`src/rtl/core/bytm_pkg.sv`:
```
// ============================================================================
// bytm_pkg
// Shared types, constants and arithmetic helpers for the yield solver.
// ============================================================================
package bytm_pkg;

    localparam int unsigned FRAC_BITS   = 40;
    localparam int unsigned MAX_PERIODS = 1024;
    localparam int unsigned PER_W       = 11;
    localparam int unsigned ITER_W      = 7;
    localparam logic [ITER_W-1:0] NEWTON_STEPS = 7'd100;
    localparam logic signed [63:0] Q_ONE  = 64'sh0000_0100_0000_0000;
    localparam logic signed [63:0] STEP_H = 64'sd109951163;
    localparam logic [63:0] TOL_RAW = 64'd110;
    localparam logic signed [63:0] S_MAX = 64'sh7FFF_FFFF_FFFF_FFFF;
    localparam logic signed [63:0] S_MIN = 64'sh8000_0000_0000_0000;

    // Configuration register indexes.
    localparam logic [1:0] CFG_FACE   = 2'd0;
    localparam logic [1:0] CFG_COUPON = 2'd1;
    localparam logic [1:0] CFG_PPY    = 2'd2;
    localparam logic [1:0] CFG_NPER   = 2'd3;

    // Operation codes of the shared divider.
    typedef enum logic [1:0] {
        DIV_FIXED = 2'd0,  // signed Q24.40 quotient (a << 40) / b
        DIV_UINT  = 2'd1   // plain unsigned integer quotient
    } div_op_t;

    typedef struct packed {
        logic    start;
        div_op_t op;
    } div_ctl_t;

    // Signed value from sign flag and magnitude, saturating.
    function automatic logic signed [63:0] make_signed(input logic neg,
                                                       input logic [63:0] mag);
        logic signed [63:0] r;
        if (neg) begin
            if (mag == 64'd0) r = 64'sd0;
            else if (mag > 64'h8000_0000_0000_0000) r = S_MIN;
            else r = -$signed(mag);
        end else begin
            if (mag[63]) r = S_MAX;
            else r = $signed(mag);
        end
        return r;
    endfunction

    function automatic logic [63:0] mag_of(input logic signed [63:0] a);
        return a[63] ? (64'd0 - a) : a;
    endfunction

    function automatic logic signed [63:0] sat_add(input logic signed [63:0] a,
                                                   input logic signed [63:0] b);
        logic signed [64:0] s;
        s = {a[63], a} + {b[63], b};
        if (s[64] != s[63]) return s[64] ? S_MIN : S_MAX;
        return s[63:0];
    endfunction

    function automatic logic signed [63:0] sat_sub(input logic signed [63:0] a,
                                                   input logic signed [63:0] b);
        logic signed [64:0] s;
        s = {a[63], a} - {b[63], b};
        if (s[64] != s[63]) return s[64] ? S_MIN : S_MAX;
        return s[63:0];
    endfunction

endpackage

```
`src/rtl/core/bytm_mul.sv`:
```
// ============================================================================
// bytm_mul
// Multi-cycle signed Q24.40 multiplier built on one 32x32 partial product.
// ============================================================================
module bytm_mul (
    input  logic               clk,
    input  logic               rst_n,
    input  logic               start,
    input  logic signed [63:0] a,
    input  logic signed [63:0] b,
    output logic               done,
    output logic signed [63:0] p
);
    // Four partial products, one per cycle, accumulated into 128 bits.
    logic [63:0]  ma_reg, mb_reg;
    logic         neg_reg;
    logic [2:0]   cnt_reg;
    logic         busy_reg;
    logic [127:0] acc_reg;
    logic [31:0]  opa, opb;
    logic [63:0]  pp;
    logic [127:0] pp_sh;
    logic [63:0]  mag;

    always_comb
    begin
        opa = cnt_reg[0] ? ma_reg[63:32] : ma_reg[31:0];
        opb = cnt_reg[1] ? mb_reg[63:32] : mb_reg[31:0];
        pp  = opa * opb;
        pp_sh = {64'd0, pp} << (({6'd0, cnt_reg[0]} + {6'd0, cnt_reg[1]}) * 7'd32);
    end

    always_ff @(posedge clk or negedge rst_n)
    begin
        if (!rst_n)
        begin
            busy_reg <= 1'b0;
            cnt_reg  <= 3'd0;
            done     <= 1'b0;
        end
        else
        begin
            done <= 1'b0;
            if (start)
            begin
                busy_reg <= 1'b1;
                cnt_reg  <= 3'd0;
            end
            else if (busy_reg)
            begin
                if (cnt_reg == 3'd3)
                begin
                    busy_reg <= 1'b0;
                    done     <= 1'b1;
                end
                cnt_reg <= cnt_reg + 3'd1;
            end
        end
    end

    always_ff @(posedge clk)
    begin
        if (start)
        begin
            ma_reg  <= bytm_pkg::mag_of(a);
            mb_reg  <= bytm_pkg::mag_of(b);
            neg_reg <= a[63] ^ b[63];
            acc_reg <= '0;
        end
        else if (busy_reg)
        begin
            acc_reg <= acc_reg + pp_sh;
        end
    end

    // Truncate by 40 fraction bits, saturate on overflow.
    always_comb
    begin
        if (acc_reg[127:104] != 24'd0) mag = '1;
        else mag = acc_reg[103:40];
        p = bytm_pkg::make_signed(neg_reg, mag);
    end
endmodule

```
`config.mk`:
```
export PLATFORM = sky130hd
export DESIGN_NAME = bytm_mul
export DESIGN_NICKNAME = d
export VERILOG_FILES = /design/src/rtl/core/bytm_pkg.sv /design/src/rtl/core/bytm_mul.sv
export SDC_FILE = /design/constraint.sdc
export NUM_CORES = 2
export LEC_CHECK = 0
export BUFFER_PORTS_ARGS = -buffer_cell sky130_fd_sc_hd__buf_4
export CORE_ASPECT_RATIO = 1.4
export CORE_UTILIZATION = 32
export DETAILED_ROUTE_END_ITERATION = 8
export PLACE_DENSITY_LB_ADDON = 0.2
export SYNTH_ARGS = -nofsm -noshare
export SYNTH_HDL_FRONTEND = slang
export SYNTH_SLANG_ARGS = --single-unit
```
`constraint.sdc`:
```
create_clock -name clk -period 16.92 [get_ports clk]
set_clock_uncertainty 0.2 [all_clocks]
set_input_delay 0.846 -clock clk [delete_from_list [all_inputs] [get_ports clk]]
set_output_delay 0.846 -clock clk [all_outputs]
set_load 0.02 [all_outputs]
```
==> results.py <==
metrics = {
    "worst_setup_path": {
        "crit_end": "acc_reg[124]",
        "critPathLaunch": "cnt_reg[0]",
        "critPathMaxFanout": 54,
        "worstRegToRegCells": 38,
        "cp.required_ns": 17.26,
        "critPathMostFrequentCell": "fa_1",
        "endpoint_kind": "flop",
        "path_class": "flop to flop",
        "rrSetupSlack_ns": 1.24,
        "reg2reg_to": "acc_reg[124]",
        "slowest_stage": "dfrtp_4",
        "start_kind": "flop",
        "timing.rr.start": "cnt_reg[0]",
        "slowest_delay_ns": 1.05,
        "arrival_ns": 16.01,
    },
    "global_route": {
        "grt_pass1_vias": 50400,
        "overflow": 0,
        "grt_use_total_pct": 26.2,
        "grt_max_degree": 77,
        "grt_pass1_wl_um": 338000,
        "antenna_found_initial": 19,
    },
    "logic_synthesis": {
        "synth.top_cell.area_share_pct": 32.4,
        "netlist_area_um2": 55400,
        "ys_seq_area_share_pct": 11.8,
        "synthCells": 6654,
        "yosys_warnings": 0,
        "yosys-top-cells-area": "fa_1 (32%), ha_1 (8.9%), edfxtp_1 (7.0%), nor2_1 (6.4%), inv_1 (6.2%)",
        "synth_flop_cell": "edfxtp_1",
        "ys_ff_latch": 262,
        "synth_edf_count": 129,
        "synth_top_area_cell": "fa_1",
        "avgSynthCellArea_um2": 8.33,
        "synth_async_sr_flop_share_pct": 1.91,
        "synthTopCellsByCount": "nor2_1 (941), inv_1 (912), fa_1 (897)",
        "synth_cell_type_count": 81,
        "synth_nets": 8077,
        "synth_most_common_cell": "nor2_1",
    },
    "die": {
        "die_h_um": 494,
        "dieArea_um2": 175000,
        "rows": 180,
        "pin_count": 196,
        "initial_core_util_pct": 32.3,
        "core_um2": 172000,
        "die_w_um": 354,
    },
    "detailed_routing": {
        "vias": 48600,
        "drtIter0Drc": 3634,
        "dr.pass1.iters": 6,
        "ant_nets": 0,
        "wl_per_cell_um": 25.5,
        "viasPerCell": 5.43,
        "drc_errors": 0,
        "wl_um": 229000,
    },
    "min_path": {
        "hold_class": "input port to flop",
        "whs_path_depth": 1,
    },
    "cts": {
        "numCtsBuffers": 38,
        "cts_tree": "built",
        "clk_latency_ns": 0.67,
        "clock_sinks": 262,
        "htree_levels": 2,
        "root_buffer": "clkbuf_16",
        "cts_resized": 0,
        "clockBufferDepth": 3,
        "clk_pin_slew_ns": 0.06,
    },
    "timing": {
        "min_period_over_period_pct": 92.7,
        "grt_setup_unrepaired": "no",
        "fmax_ghz": 0.0638,
        "period_needed_ns": 15.68,
        "drv_slew": 0,
        "hold_viol": 0,
        "worst_pin_slew_ns": 1.24,
        "setup_tns_ns": 0,
        "setup_viol": 0,
        "slew_headroom_pct": 16.5,
        "hold_ws_ns": 0.252,
    },
    "place": {
        "dp.final_hpwl_um": 186000,
        "dp_cells": 8888,
        "portBuffers": 195,
        "gp_congestion": 0.990,
    },
    "flow_run": {
        "cap_violations": 0,
    },
    "final_layout": {
        "area_growth_pct": 9.89,
        "layout.nets": 8077,
        "final_layout_size_suffix_gt1_share_pct": 8.02,
        "largest_reg_flops": 128,
        "final_cells": 8960,
    },
    "outcome": {
        "status": "finished, final reports clean",
    },
}
[stage by stage]
step / worst slack (ns) / util (%) / instance area [µm²]
3_3_place_gp: 1.54 / 34.7 / 59600
6_report: 1.24 / 35.4 / 60900
3_5_place_dp: 1.53 / 34.7 / 59600
5_1_grt: 0.859 / 35.4 / 60900
2_1_floorplan: 5.07 / - / 55400
4_1_cts: 1.48 / 35.4 / 60900
[layer usage]
metal  GRT usage, %  vias up  wire (µm)
li1               -    21600          -
met1           30.3    24600      86500
met2           45.3     1859     112000
met3           4.91      526      15600
met4           14.2       32      14700
met5              0        -        188
[placed cells by master (no fill, tap or decap), drive strengths merged, types with 17 or more instances in the layout]
master,count
nor2,941
inv,917
fa,897
nand2,779
ha,395
a21oi,355
buf,309
o21ai,277
xnor2,214
mux2i,138
edfxtp,129
dfxtp,128
a21o,106
xor2,94
nor3,88
nand4,88
mux2,64
o31ai,56
or3,55
and2,52
nand3,48
clkbuf,47
o21bai,45
nor4,43
o22ai,38
o21a,32
nand2b,31
or4,31
a31oi,27
nor2b,22
and3,21
a21boi,19
or2,19
o41ai,17
[what timing repair did]
action,4_1_cts,5_1_grt
setup endpoints to repair,0,0
setup buffers,0,0
hold buffers,1,0
endpoints found under the hold margin,5,0
[worst max-delay path: cells and delay by family (launching register included)]
kind            cells  cell delay [ns]
compound gates     16             5.95
buf+inv             2             0.10
mux                 2             1.32
xor+xnor            1             0.58
flops               1             1.05
fa+ha+maj          10             4.85
simple gates        7             1.48
[worst min-delay path by stage]
stage           startpoint          end  slack [ns]
2_1_floorplan  acc_reg[12]  acc_reg[12]        0.23
3_3_place_gp   acc_reg[36]  acc_reg[36]        0.24
3_5_place_dp   acc_reg[24]  acc_reg[24]        0.25
4_1_cts               b[0]    mb_reg[0]        0.22
5_1_grt               b[0]    mb_reg[0]        0.23
6_report              b[0]    mb_reg[0]        0.25
[cells by family after synthesis]
family | share of synthesized area [%]
AOI/OAI and AO/OA | 12.0
xor gates and xnor gates | 4.87
adders and majority gates | 41.3
buffers and inverters | 8.56
DFF | 11.8
muxes | 3.79
and+or+nand+nor | 17.6
[cell type report]
class                   count  area (µm²)
diodes                      2        5.00
clock inverters            22         297
clock buffers              47        1030
flip-flops and latches    262        6570
well taps                2275        2850
fillers                 18000      111000
inverters                 914        3430
repair buffers            310        2340
multi-input cells        5128       44400
Power is not shown: default switching activity piles up to over one toggle a cycle in this logic, so the estimate is an artifact.
