===== config.mk =====
export PLATFORM = sky130hd
export DESIGN_NAME = bytm_div
export DESIGN_NICKNAME = d
export VERILOG_FILES = /design/src/rtl/core/bytm_pkg.sv /design/src/rtl/core/bytm_div.sv
export SDC_FILE = /design/constraint.sdc
export NUM_CORES = 1
export LEC_CHECK = 0
export ABC_AREA = 0
export BUFFER_PORTS_ARGS = -buffer_cell sky130_fd_sc_hd__buf_4
export CAP_MARGIN = 20
export CORE_ASPECT_RATIO = 0.75
export CORE_MARGIN = 3
export CORE_UTILIZATION = 35
export CTS_BUF_LIST = sky130_fd_sc_hd__clkbuf_2 sky130_fd_sc_hd__clkbuf_4 sky130_fd_sc_hd__clkbuf_8
export DETAILED_ROUTE_END_ITERATION = 6
export GPL_TIMING_DRIVEN = 1
export SLEW_MARGIN = 20
export SYNTH_ARGS = -nofsm -noshare
export SYNTH_HDL_FRONTEND = slang
export SYNTH_SLANG_ARGS = --single-unit

===== constraint.sdc =====
create_clock -name clk -period 14.01 [get_ports clk]
set_input_delay 0 -clock clk [delete_from_list [all_inputs] [get_ports clk]]
set_output_delay 0 -clock clk [all_outputs]
set_load 0.01 [all_outputs]

===== src/rtl/core/bytm_pkg.sv =====
// ============================================================================
// bytm_pkg
// Shared types, constants and arithmetic helpers for the yield solver.
// ============================================================================
package bytm_pkg;

    localparam int unsigned FRAC_BITS   = 40;
    localparam int unsigned MAX_PERIODS = 1024;
    localparam int unsigned PER_W       = 11;
    localparam int unsigned ITER_W      = 7;
    localparam logic [ITER_W-1:0] NEWTON_STEPS = 7'd100;
    localparam logic signed [63:0] Q_ONE  = 64'sh0000_0100_0000_0000;
    localparam logic signed [63:0] STEP_H = 64'sd109951163;
    localparam logic [63:0] TOL_RAW = 64'd110;
    localparam logic signed [63:0] S_MAX = 64'sh7FFF_FFFF_FFFF_FFFF;
    localparam logic signed [63:0] S_MIN = 64'sh8000_0000_0000_0000;

    // Configuration register indexes.
    localparam logic [1:0] CFG_FACE   = 2'd0;
    localparam logic [1:0] CFG_COUPON = 2'd1;
    localparam logic [1:0] CFG_PPY    = 2'd2;
    localparam logic [1:0] CFG_NPER   = 2'd3;

    // Operation codes of the shared divider.
    typedef enum logic [1:0] {
        DIV_FIXED = 2'd0,  // signed Q24.40 quotient (a << 40) / b
        DIV_UINT  = 2'd1   // plain unsigned integer quotient
    } div_op_t;

    typedef struct packed {
        logic    start;
        div_op_t op;
    } div_ctl_t;

    // Signed value from sign flag and magnitude, saturating.
    function automatic logic signed [63:0] make_signed(input logic neg,
                                                       input logic [63:0] mag);
        logic signed [63:0] r;
        if (neg) begin
            if (mag == 64'd0) r = 64'sd0;
            else if (mag > 64'h8000_0000_0000_0000) r = S_MIN;
            else r = -$signed(mag);
        end else begin
            if (mag[63]) r = S_MAX;
            else r = $signed(mag);
        end
        return r;
    endfunction

    function automatic logic [63:0] mag_of(input logic signed [63:0] a);
        return a[63] ? (64'd0 - a) : a;
    endfunction

    function automatic logic signed [63:0] sat_add(input logic signed [63:0] a,
                                                   input logic signed [63:0] b);
        logic signed [64:0] s;
        s = {a[63], a} + {b[63], b};
        if (s[64] != s[63]) return s[64] ? S_MIN : S_MAX;
        return s[63:0];
    endfunction

    function automatic logic signed [63:0] sat_sub(input logic signed [63:0] a,
                                                   input logic signed [63:0] b);
        logic signed [64:0] s;
        s = {a[63], a} - {b[63], b};
        if (s[64] != s[63]) return s[64] ? S_MIN : S_MAX;
        return s[63:0];
    endfunction

endpackage


===== src/rtl/core/bytm_div.sv =====
// ============================================================================
// bytm_div
// Radix-2 restoring divider, one quotient bit per cycle, shared by all
// divisions of the solver.
// ============================================================================
module bytm_div (
    input  logic               clk,
    input  logic               rst_n,
    input  bytm_pkg::div_ctl_t ctl,
    input  logic [63:0]        a,
    input  logic [63:0]        b,
    output logic               done,
    output logic [63:0]        q
);
    logic [127:0] num_reg;
    logic [127:0] quo_reg;
    logic [63:0]  rem_reg;
    logic [63:0]  mb_reg;
    logic         neg_reg;
    logic         fixed_reg;
    logic         zero_reg;
    logic         apos_reg;
    logic         anz_reg;
    logic [7:0]   cnt_reg;
    logic         busy_reg;
    logic [64:0]  rsh;
    logic [64:0]  rdiff;
    logic [63:0]  mag;

    assign rsh   = {rem_reg, num_reg[127]};
    assign rdiff = rsh - {1'b0, mb_reg};

    always_ff @(posedge clk or negedge rst_n)
    begin
        if (!rst_n)
        begin
            busy_reg <= 1'b0;
            done     <= 1'b0;
            cnt_reg  <= 8'd0;
        end
        else
        begin
            done <= 1'b0;
            if (ctl.start)
            begin
                busy_reg <= 1'b1;
                cnt_reg  <= 8'd0;
            end
            else if (busy_reg)
            begin
                cnt_reg <= cnt_reg + 8'd1;
                if (cnt_reg == 8'd127)
                begin
                    busy_reg <= 1'b0;
                    done     <= 1'b1;
                end
            end
        end
    end

    // One shift-and-subtract step per cycle.
    always_ff @(posedge clk)
    begin
        if (ctl.start)
        begin
            fixed_reg <= (ctl.op == bytm_pkg::DIV_FIXED);
            rem_reg   <= '0;
            quo_reg   <= '0;
            if (ctl.op == bytm_pkg::DIV_FIXED)
            begin
                num_reg  <= {24'd0, bytm_pkg::mag_of(a), 40'd0};
                mb_reg   <= bytm_pkg::mag_of(b);
                neg_reg  <= a[63] ^ b[63];
                apos_reg <= !a[63];
            end
            else
            begin
                num_reg  <= {64'd0, a};
                mb_reg   <= b;
                neg_reg  <= 1'b0;
                apos_reg <= 1'b1;
            end
            zero_reg <= (b == 64'd0);
            anz_reg  <= (a != 64'd0);
        end
        else if (busy_reg)
        begin
            num_reg <= {num_reg[126:0], 1'b0};
            if (rsh >= {1'b0, mb_reg})
            begin
                rem_reg <= rdiff[63:0];
                quo_reg <= {quo_reg[126:0], 1'b1};
            end
            else
            begin
                rem_reg <= rsh[63:0];
                quo_reg <= {quo_reg[126:0], 1'b0};
            end
        end
    end

    always_comb
    begin
        mag = (quo_reg[127:64] != 64'd0) ? '1 : quo_reg[63:0];
        if (!fixed_reg) q = quo_reg[63:0];
        else if (zero_reg)
            q = !anz_reg ? 64'd0 : (apos_reg ? bytm_pkg::S_MAX : bytm_pkg::S_MIN);
        else q = bytm_pkg::make_signed(neg_reg, mag);
    end
endmodule


==> run_results.csv, run 1 <==
group,metric,value,unit
synthesis,syn_inst,2887,
sta,layout_setup_ws,7.903,ns
power,p_int,2.718,mW
global_routing,grt_max_degree,166,
sta,max_slew_margin,0.1729,
flow_run,maxCapViolations,0,
cts,numCtsBuffers,70,
route,drt_iter0_drc,2055,
place,dp_cells,3863,
critical_path,reg2reg_from,"mb_reg[11]",
global_routing,grt.total_usage,0.1983,
synthesis,syn-num-nets,3089,
global_routing,grt_most_used_layer,"met2",
sta,fin_tns_setup,0,ns
hold_path,hp-class,"input pin to flop",
power,pwr-share-clk,0.288,
cts,post_cts_buffers,0,
power,sw_frac_of_total,0.3656,
synthesis,synth_ff_type,"edfxtp_1",
route,num_vias,23080,
sta,finalSetupViolations,0,
place,dp_hpwl,51880,um
sta,finalClockSkew,0.03453,ns
power,combPwrFrac,0.377,
route,firstDrtPassIters,6,
final_layout,synthToLayoutAreaGrowth,22.60,%
global_routing,met3_usage,0.04073,
route,drtAntennaViolNets,0,
global_routing,grtUsageMet2,0.2941,
sta,fmax,163.8,MHz
critical_path,start_kind,"flop",
critical_path,crit_type,"flop to primary output",
cts,clk_latency,0.66,ns
final_layout,drive_gt1_frac,0.1219,
synthesis,seq_area_frac_synth,0.3960,
cts,clkTransAtPathRegs,0.06,ns
global_routing,grt_pass1_vias,21790,
cts,cts_root_buf,"clkbuf_8",
power,ir_drop,0.08648,mV
power,power,4.284,mW
critical_path,worstSetupEndpointType,"primary output",
sta,tightest_slew,1.241,ns
sta,period_share,0.4359,
final_layout,nets,3384,
global_routing,grt_pass1_wl,121400,um
die,num_io_pins,198,
synthesis,synth_warnings,0,
synthesis,synth_edf_count,197,
die,num_rows,84,
die,die_x,316.3,um
die,start_util,0.3568,
critical_path,worstPathRequired,14.01,ns
synthesis,postSynthAreaPerCell,8.755,um2
cts,h-tree-depth,3,
cts,clockBufferDepth,3,
sta,rsz0062_at_grt,"false",
cts,clock_sinks,399,
critical_path,critical_path_arrival,6.11,ns
final_layout,seq_area,10010,um2
power,pwr-share-seq,0.335,
sta,hold_violations,0,
synthesis,ys_ff_latch,399,
route,wl_per_cell,18.39,um
sta,drv_slew,0,
synthesis,syn_area,25280,um2
die,core_area,70840,um2
power,power_density,138.2,nW/um2
global_routing,use_met1,0.2921,
synthesis,async_flop_share,0.02506,
synthesis,yosysUniqueCellTypes,82,
final_layout,final_cell_count_no_fill,4187,
sta,fin_crit,6.107,ns
global_routing,antenna_found_initial,1,
final_layout,fill_cells,7008,
place,portBuffers,197,
route,viasPerCell,5.513,
global_routing,grt_overflow,0,
die,die_area,75510,um2
place,pre_cts_ws,8.723,ns
power,switchingPower,1.566,mW
run_status,status,"finished, final reports clean",
critical_path,crit_fanout,39,
cts,ctsResizeCount,0,
route,drcViolationCount,0,
final_layout,multi_input_area,14160,um2
cts,cts_tree,"done",
critical_path,critPathLaunch,"quo_reg[91]",
power,p_leak,13.45,nW
die,die_y,238.7,um
route,wirelength,76990,um
hold_path,holdCritStartpoint,"ctl[0]",
place,gp_congestion,0.8915,
critical path, cell delays in order, from the launching register on:
cell      delay, ns
dfxtp_1        0.32
nor4_1         0.40
nand4_1        0.24
or4_1          0.56
buf_4          0.28
nor2_1         0.19
ha_1           0.25
nand3b_1       0.17
nor3_1         0.31
nand3_1        0.36
or4_1          0.58
or4_1          0.55
nor2_1         0.24
xnor2_1        0.10
a211o_1        0.27
a211oi_1       0.42
buf_4          0.21
metal layers:
metal / share of wire / up-vias
met5: 0 / -
met4: 0.021 / 0
met3: 0.071 / 114
met2: 0.43 / 791
met1: 0.48 / 10960
li1: - / 11210
cell usage after synthesis (6+ instances only):
master | instances | area, um2
and2_1 | 7 | 43.79
a211oi_1 | 54 | 405.4
dfrtp_1 | 10 | 250.2
mux2_2 | 12 | 135.1
nand4_1 | 39 | 244.0
a21oi_1 | 183 | 915.9
nand3b_1 | 6 | 45.04
inv_1 | 106 | 397.9
a21o_1 | 43 | 322.8
nor3_1 | 80 | 400.4
nand2b_1 | 21 | 131.4
or3_1 | 41 | 256.5
clkbuf_1 | 162 | 608.1
o21a_1 | 14 | 105.1
xnor2_1 | 80 | 700.7
o31ai_1 | 35 | 262.8
nor2_1 | 371 | 1393
or2_2 | 11 | 68.82
buf_1 | 25 | 93.84
o41ai_1 | 13 | 113.9
o21ai_0 | 157 | 785.8
a311oi_1 | 14 | 122.6
o22a_1 | 11 | 96.34
nor4_1 | 47 | 294.0
mux2i_1 | 184 | 1842
o221ai_1 | 12 | 105.1
nor3b_1 | 7 | 52.55
dfxtp_1 | 192 | 3844
ha_1 | 68 | 850.8
o211ai_1 | 10 | 75.07
a31oi_1 | 21 | 131.4
or4_1 | 27 | 202.7
and3_1 | 21 | 131.4
nor2b_1 | 37 | 231.5
o2bb2ai_1 | 76 | 665.6
o21bai_1 | 16 | 120.1
o22ai_1 | 6 | 37.54
edfxtp_1 | 197 | 5916
nand2_1 | 219 | 822.0
xor2_1 | 101 | 884.6
nand3_1 | 48 | 240.2
layout make-up:
type | instances | area share
tap | 946 | 0.03819
inverter | 108 | 0.01320
antenna | 1 | 0.00008075
multi-input combinational | 2189 | 0.4569
timing repair buffer | 414 | 0.1170
clock inverter | 29 | 0.01126
clock buffer | 101 | 0.04021
sequential | 399 | 0.3231
worst paths after layout:
path | cells after the start | endpoint | slack [ns]
setup reg to reg | 12 | rem_reg[56] | 9.38
min in group asynchronous | 3 | cnt_reg[6] | 0.44
max in group asynchronous | 3 | busy_reg | 13.20
setup / recovery | 16 | q[3] | 7.90
hold reg to reg | 2 | rem_reg[36] | 0.49
hold / removal | 4 | neg_reg | 0.09
cell usage in the layout, fill, tap and decap left out, types with 12 or more instances in the layout:
cell type / count
nor2b_1: 37
mux2i_1: 183
dlygate4sd3_1: 193
clkbuf_4: 23
edfxtp_1: 197
a21oi_1: 183
nor3_1: 80
or4_1: 27
o2bb2ai_1: 76
nand2b_1: 21
inv_1: 103
mux2_2: 12
a211oi_1: 54
o21a_1: 14
nand2_1: 219
a31oi_1: 20
nand3_1: 48
o41ai_1: 13
nor4_1: 47
a311oi_1: 14
o221ai_1: 12
buf_4: 217
xor2_1: 101
o21ai_0: 157
ha_1: 68
o31ai_1: 35
or3_1: 41
nand4_1: 39
dfxtp_1: 192
clkinv_2: 13
a21o_1: 43
and3_1: 21
o21bai_1: 16
clkbuf_8: 78
xnor2_1: 80
nor2_1: 371
power groups by stage:
stage	registers (mW)	logic [mW]	clock network (mW)
floorplan	1.43	1.13	0
global placement	1.46	1.53	0
detailed placement	1.46	1.53	0
CTS	1.43	1.59	1.27
global route	1.45	1.77	1.32
finish	1.44	1.62	1.23
kinds of logic (layout without fill, tap and decap cells):
| family | count (synthesis) | in the layout | share of synthesized area |
|---|---|---|---|
| XOR/XNOR | 181 | 181 | 0.06272 |
| buffers and inverters | 299 | 652 | 0.04460 |
| multiplexers | 196 | 196 | 0.07821 |
| AO/OA/AOI/OAI | 740 | 740 | 0.1956 |
| adder cells (fa/ha/maj) | 69 | 69 | 0.03445 |
| AND/OR/NAND/NOR | 1003 | 1003 | 0.1884 |
| other | 0 | 1 | 0 |
| flip-flops | 399 | 399 | 0.3960 |
repair_timing:
item	in CTS	in global routing
hold buffers	193	0
endpoints found under the hold margin	202	0
endpoints found under the setup margin	0	0
per-stage QoR:
step           instance area, um2    util  hold WS (ns)
2_1_floorplan               25280       -       -0.2956
3_3_place_gp                27450  0.3875       -0.1592
3_5_place_dp                27450  0.3875       -0.1530
4_1_cts                     30980  0.4373       0.01317
5_1_grt                     30990  0.4375       0.04908
6_report                    30990  0.4375       0.08930
Note: power is estimated with default switching activity, not from simulation.
==> run 2, diff against run 1 <==
==> constraint.sdc (replaced) <==
create_clock -name clk -period 5.3 [get_ports clk]
set_input_delay 0 -clock clk [delete_from_list [all_inputs] [get_ports clk]]
set_output_delay 0 -clock clk [all_outputs]
set_load 0.01 [all_outputs]
==> run_results.csv, run 2 (synthesis gave the netlist of run 1 again) <==
group,metric,value,unit
power,ir_drop,0.1943,mV
global_routing,grt.total_usage,0.1982,
cts,clkTransAtPathRegs,0.06,ns
route,firstDrtPassIters,5,
die,die_y,238.7,um
global_routing,antenna_found_initial,1,
place,place_area,27560,um2
sta,fin_crit,5.119,ns
place,portBuffers,197,
critical_path,worstPathRequired,5.30,ns
route,wl_per_cell,18.35,um
global_routing,grt_overflow,0,
power,switchingPower,4.116,mW
cts,cts_tree,"done",
final_layout,nets,3407,
route,wirelength,77230,um
cts,clockBufferDepth,3,
critical_path,crit_type,"flop to primary output",
sta,finalSetupViolations,0,
place,dp_cells,3874,
critical_path,crit_top_cell,"or4_4",
route,drt_iter0_drc,2394,
route,viasPerCell,5.567,
final_layout,layout_commonest_cell,"nor2_1",
cts,clock_sinks,399,
flow_run,maxCapViolations,0,
critical_path,path_cells,"nor4_2 > nand4_1 > or4_4 > nor2_1 > ha_2 > nand3b_1 > nor3_2 > nand3_1 > buf_4 > or4_4 > or4_4 > nor2_2 > a21oi_1 > a211oi_1 > buf_4",
final_layout,final_cell_mix,"nor2_1 (369), buf_4 (231), nand2_1 (219), dlygate4sd3_1 (200), edfxtp_1 (197)",
die,start_util,0.3568,
critical_path,worstSetupEndpointType,"primary output",
die,num_io_pins,198,
critical_path,crit_slowest_cell,"or4_4",
die,core_area,70840,um2
power,sw_frac_of_total,0.3656,
sta,fmax,195.3,MHz
sta,period_share,0.9659,
final_layout,fill_cells,6989,
critical_path,critical_path_arrival,5.12,ns
critical_path,crit_fanout,8,
critical_path,start_kind,"flop",
global_routing,grt_max_degree,166,
sta,tightest_slew,1.171,ns
power,p_int,7.141,mW
place,pre_cts_ws,0.3613,ns
sta,max_slew_margin,0.2190,
sta,drv_slew,0,
power,combPwrFrac,0.386,
sta,hold_violations,0,
final_layout,drive_gt1_frac,0.1306,
place,dp_hpwl,52410,um
hold_path,hp-class,"input pin to flop",
critical_path,slowest_delay,0.61,ns
power,pwr-share-seq,0.337,
sta,layout_setup_ws,0.1809,ns
final_layout,final_cell_count_no_fill,4208,
final_layout,synthToLayoutAreaGrowth,23.51,%
cts,numCtsBuffers,71,
power,p_leak,13.52,nW
power,pwr-share-clk,0.277,
run_status,status,"finished, final reports clean",
die,die_x,316.3,um
final_layout,finalInstanceArea,31220,um2
route,drtAntennaViolNets,0,
die,num_rows,84,
route,drcViolationCount,0,
route,num_vias,23430,
cts,cts_root_buf,"clkbuf_8",
cts,clk_latency,0.66,ns
cts,h-tree-depth,3,
sta,finalClockSkew,0.04102,ns
die,die_area,75510,um2
final_layout,multi_input_area,14260,um2
global_routing,grt_pass1_wl,121700,um
place,gp_congestion,0.9049,
final_layout,seq_area,10010,um2
global_routing,grt_pass1_vias,21790,
power,power_density,360.6,nW/um2
final_layout,final_core_util,0.4407,
final_layout,insertedDiodeCount,0,
==> run 2: changes by cell type in the layout (fill, tap and decap cells not counted), sizes merged <==
cell	previous run	this run
buf	221	236
dlygate4sd3	193	200
bufinv	6	3
clkbuf	101	103
clkinv	21	19
clkinvlp	2	4
diode	1	0
inv	108	109
==> run 2: worst max-delay path, delay by kind of cell (launching register included) <==
| family | cells | cell delay (ns) |
|---|---|---|
| AND/OR/NAND/NOR | 10 | 2.90 |
| AO/OA/AOI/OAI | 2 | 0.61 |
| buffers and inverters | 2 | 0.41 |
| flip-flops | 1 | 0.33 |
| adder cells (fa/ha/maj) | 1 | 0.24 |
==> run 2: area by class of cell <==
cell class | count | share of cell area
clock inverter | 27 | 0.007415
clock buffer | 103 | 0.04140
timing repair buffer | 436 | 0.1227
inverter | 108 | 0.01311
multi-input combinational | 2189 | 0.4567
sequential | 399 | 0.3208
tap | 946 | 0.03791
==> run 2: worst paths after layout <==
kind | slack [ns] | endpoint | cells past startpoint | from
setup / recovery | 0.18 | q[48] | 15 | quo_reg[92]
hold / removal | 0.17 | mb_reg[0] | 2 | b[0]
setup reg to reg | 1.08 | rem_reg[20] | 13 | mb_reg[11]
hold reg to reg | 0.49 | rem_reg[19] | 2 | rem_reg[19]
max in group asynchronous | 4.45 | busy_reg | 3 | rst_n
min in group asynchronous | 0.49 | cnt_reg[1] | 3 | rst_n
==> run 2: per-stage QoR <==
stage | hold WS (ns) | power [mW] | TNS [ns]
2_1_floorplan | -0.2956 | 6.760 | 0
3_3_place_gp | -0.1599 | 7.918 | 0
3_5_place_dp | -0.1594 | 7.927 | 0
4_1_cts | 0.1026 | 11.24 | 0
5_1_grt | 0.1272 | 11.94 | -0.01759
6_report | 0.1724 | 11.26 | 0
==> run 2: timing repair <==
action,in CTS,in global routing
hold buffers,200,0
endpoints found under the hold margin,228,0
gates resized for setup,6,15
pin swaps,1,8
setup endpoints to repair,20,29
buffers inserted,1,3
==> run 2: routing by layer <==
metal | GRT usage | wire [um] | up-vias
li1 | - | - | 11260
met1 | 0.2946 | 36870 | 11160
met2 | 0.2955 | 33200 | 846
met3 | 0.03588 | 5435 | 158
met4 | 0.04968 | 1718 | 2
met5 | 0 | 13 | -
==> run 2: power by group through the flow <==
stage          combinational (mW)  clock [mW]  sequential (mW)
6_report                     4.35        3.11             3.80
5_1_grt                      4.77        3.34             3.83
4_1_cts                      4.25        3.21             3.79
3_5_place_dp                 4.08           0             3.85
3_3_place_gp                 4.07           0             3.85
2_1_floorplan                2.98           0             3.78
==> run 3, diff against run 2 <==
--- a/config.mk
+++ b/config.mk
@@ -9,11 +9,12 @@
 export BUFFER_PORTS_ARGS = -buffer_cell sky130_fd_sc_hd__buf_4
 export CAP_MARGIN = 20
 export CORE_ASPECT_RATIO = 0.75
-export CORE_MARGIN = 3
+export CORE_MARGIN = 2
 export CORE_UTILIZATION = 35
 export CTS_BUF_LIST = sky130_fd_sc_hd__clkbuf_2 sky130_fd_sc_hd__clkbuf_4 sky130_fd_sc_hd__clkbuf_8
 export DETAILED_ROUTE_END_ITERATION = 6
 export GPL_TIMING_DRIVEN = 1
+export RECOVER_POWER = 25
 export SLEW_MARGIN = 20
 export SYNTH_ARGS = -nofsm -noshare
 export SYNTH_HDL_FRONTEND = slang
==> run_results.csv, run 3 (synthesis gave the netlist of run 1 again) <==
group,metric,value,unit
power,ir_drop,0.1726,mV
critical_path,critPathBufInv,4,
global_routing,antenna_found_initial,0,
critical_path,critPathLaunch,"quo_reg[91]",
power,p_leak,13.54,nW
final_layout,synthToLayoutAreaGrowth,23.55,%
die,core_area,71570,um2
hold_path,holdCritStartpoint,"ctl[0]",
cts,h-tree-depth,3,
critical_path,r2r_cells,13,
final_layout,final_cell_mix,"nor2_1 (369), nand2_1 (219), buf_4 (218), edfxtp_1 (197), dfxtp_1 (192)",
final_layout,nets,3399,
cts,clockBufferDepth,3,
global_routing,grt_pass1_wl,121300,um
route,drt_iter0_drc,2075,
place,gp_congestion,0.9298,
cts,numCtsBuffers,72,
global_routing,grt_overflow,0,
hold_path,min_path_cells,4,
critical_path,crit_type,"flop to primary output",
critical_path,path_cells,"nor4_2 > nand4_1 > or4_4 > buf_4 > or4_4 > or4_4 > nor4_4 > buf_4 > mux2i_4 > a21oi_2 > buf_6 > nor2_4 > nor3_1 > buf_4",
cts,cts_tree,"done",
flow_run,maxCapViolations,7,
final_layout,final_cell_count_no_fill,4212,
die,num_io_pins,198,
cts,cts_root_buf,"clkbuf_8",
critical_path,r2r_end,"rem_reg[29]",
route,firstDrtPassIters,7,
route,viasPerCell,5.522,
hold_path,hold_end,"mb_reg[63]",
hold_path,hp-class,"input pin to flop",
run_status,violations,"max-capacitance violations, max-slew violations",
critical_path,cpLargestDelayFamily,"simple AND/OR/NAND/NOR gates",
sta,fin_crit,5.141,ns
place,place_area,27560,um2
cts,clock_sinks,399,
die,num_rows,85,
final_layout,drive_gt1_frac,0.1285,
route,drcViolationCount,0,
place,dp_hpwl,51820,um
global_routing,grt.total_usage,0.2011,
sta,finalClockSkew,0.03521,ns
die,start_util,0.3532,
die,die_area,74410,um2
sta,drv_slew,367,
die,die_y,236.7,um
power,power_density,371.0,nW/um2
route,wirelength,77300,um
global_routing,grt_pass1_vias,21770,
critical_path,worstSetupEndpointType,"primary output",
global_routing,grt_max_degree,135,
die,die_x,314.3,um
sta,period_share,0.9699,
cts,clk_latency,0.67,ns
sta,fmax,194.5,MHz
sta,finalSetupViolations,0,
critical_path,crit_slowest_cell,"or4_4",
place,dp_cells,3887,
critical_path,slowest_delay,0.61,ns
final_layout,finalInstanceArea,31230,um2
critical_path,critical_path_arrival,5.14,ns
critical_path,rrSetupSlack,0.93,ns
place,portBuffers,197,
sta,max_slew_margin,-1.630,
critical_path,worstPathRequired,5.30,ns
route,drtAntennaViolNets,0,
route,num_vias,23260,
sta,tightest_slew,3.945,ns
critical_path,crit_fanout,37,
cts,clkTransAtPathRegs,0.07,ns
run_status,status,"complete, but fails checks",
route,wl_per_cell,18.35,um
critical_path,reg2reg_from,"mb_reg[11]",
critical_path,start_kind,"flop",
final_layout,layout_commonest_cell,"nor2_1",
sta,hold_violations,0,
[run 3: cell types whose count changed in the layout (fill, tap and decap cells not counted), sizes merged, moves of 2 or more]
cell / previous run / this run
buf: 236 / 224
bufinv: 3 / 8
clkbuf: 103 / 117
clkinvlp: 4 / 2
dlygate4sd3: 200 / 188
[run 3: final cells by class]
type                       count  area [um2]
antenna                        1       2.502
clock buffer                 102        1291
clock inverter                29       390.4
fill                        6946       40340
inverter                     108       409.1
multi-input combinational   2189       14250
sequential                   399       10010
tap                          957        1197
timing repair buffer         427        3679
[run 3: timing repair]
item                                    in CTS  in global routing
cloned                                       0                  1
buffers inserted                             0                  4
gates resized for setup                      5                 19
endpoints found under the setup margin      15                 53
hold buffers                               188                  0
endpoints found under the hold margin      246                  0
pin swaps                                    0                  7
[run 3: worst max path at each step]
stage                     endpoint  cells after the start
after CTS                     q[3]                     15
after global routing         q[23]                     14
after global placement        q[3]                     15
after detailed placement      q[3]                     15
final                        q[23]                     14
after floorplan               q[3]                     18
[run 3: worst min-delay path, delay by kind of cell]
family | cells | cell delay, ns
and+or+nand+nor | 2 | 0.53
AOI/OAI and AO/OA | 1 | 0.08
buffers and inverters | 1 | 0.07
[run 3: report_power, final]
group	total, mW	internal (mW)	switching, mW	leakage, nW
Combinational	4.36	1.83	2.53	8.81
Clock	3.43	1.99	1.44	0.881
Sequential	3.80	3.58	0.217	3.85
[run 3: per-stage QoR]
step / utilization / TNS [ns] / total power [mW] / hold slack [ns] / worst slack, ns
2_1_floorplan: - / 0 / 6.760 / -0.2956 / 0.5851
3_3_place_gp: 0.3851 / 0 / 7.909 / -0.1613 / 0.5898
3_5_place_dp: 0.3851 / 0 / 7.922 / -0.1566 / 0.5248
4_1_cts: 0.4352 / 0 / 11.56 / 0.09496 / 0.04326
5_1_grt: 0.4363 / -0.02903 / 12.28 / 0.1674 / -0.01595
6_report: 0.4363 / 0 / 11.59 / 0.1538 / 0.1594
[run 3: routing by layer]
layer | up-vias | share of wire | GRT usage
met5 | - | 0 | 0
li1 | 11250 | - | -
met4 | 0 | 0.031 | 0.07177
met2 | 897 | 0.42 | 0.2927
met3 | 169 | 0.074 | 0.03871
met1 | 10940 | 0.47 | 0.2938
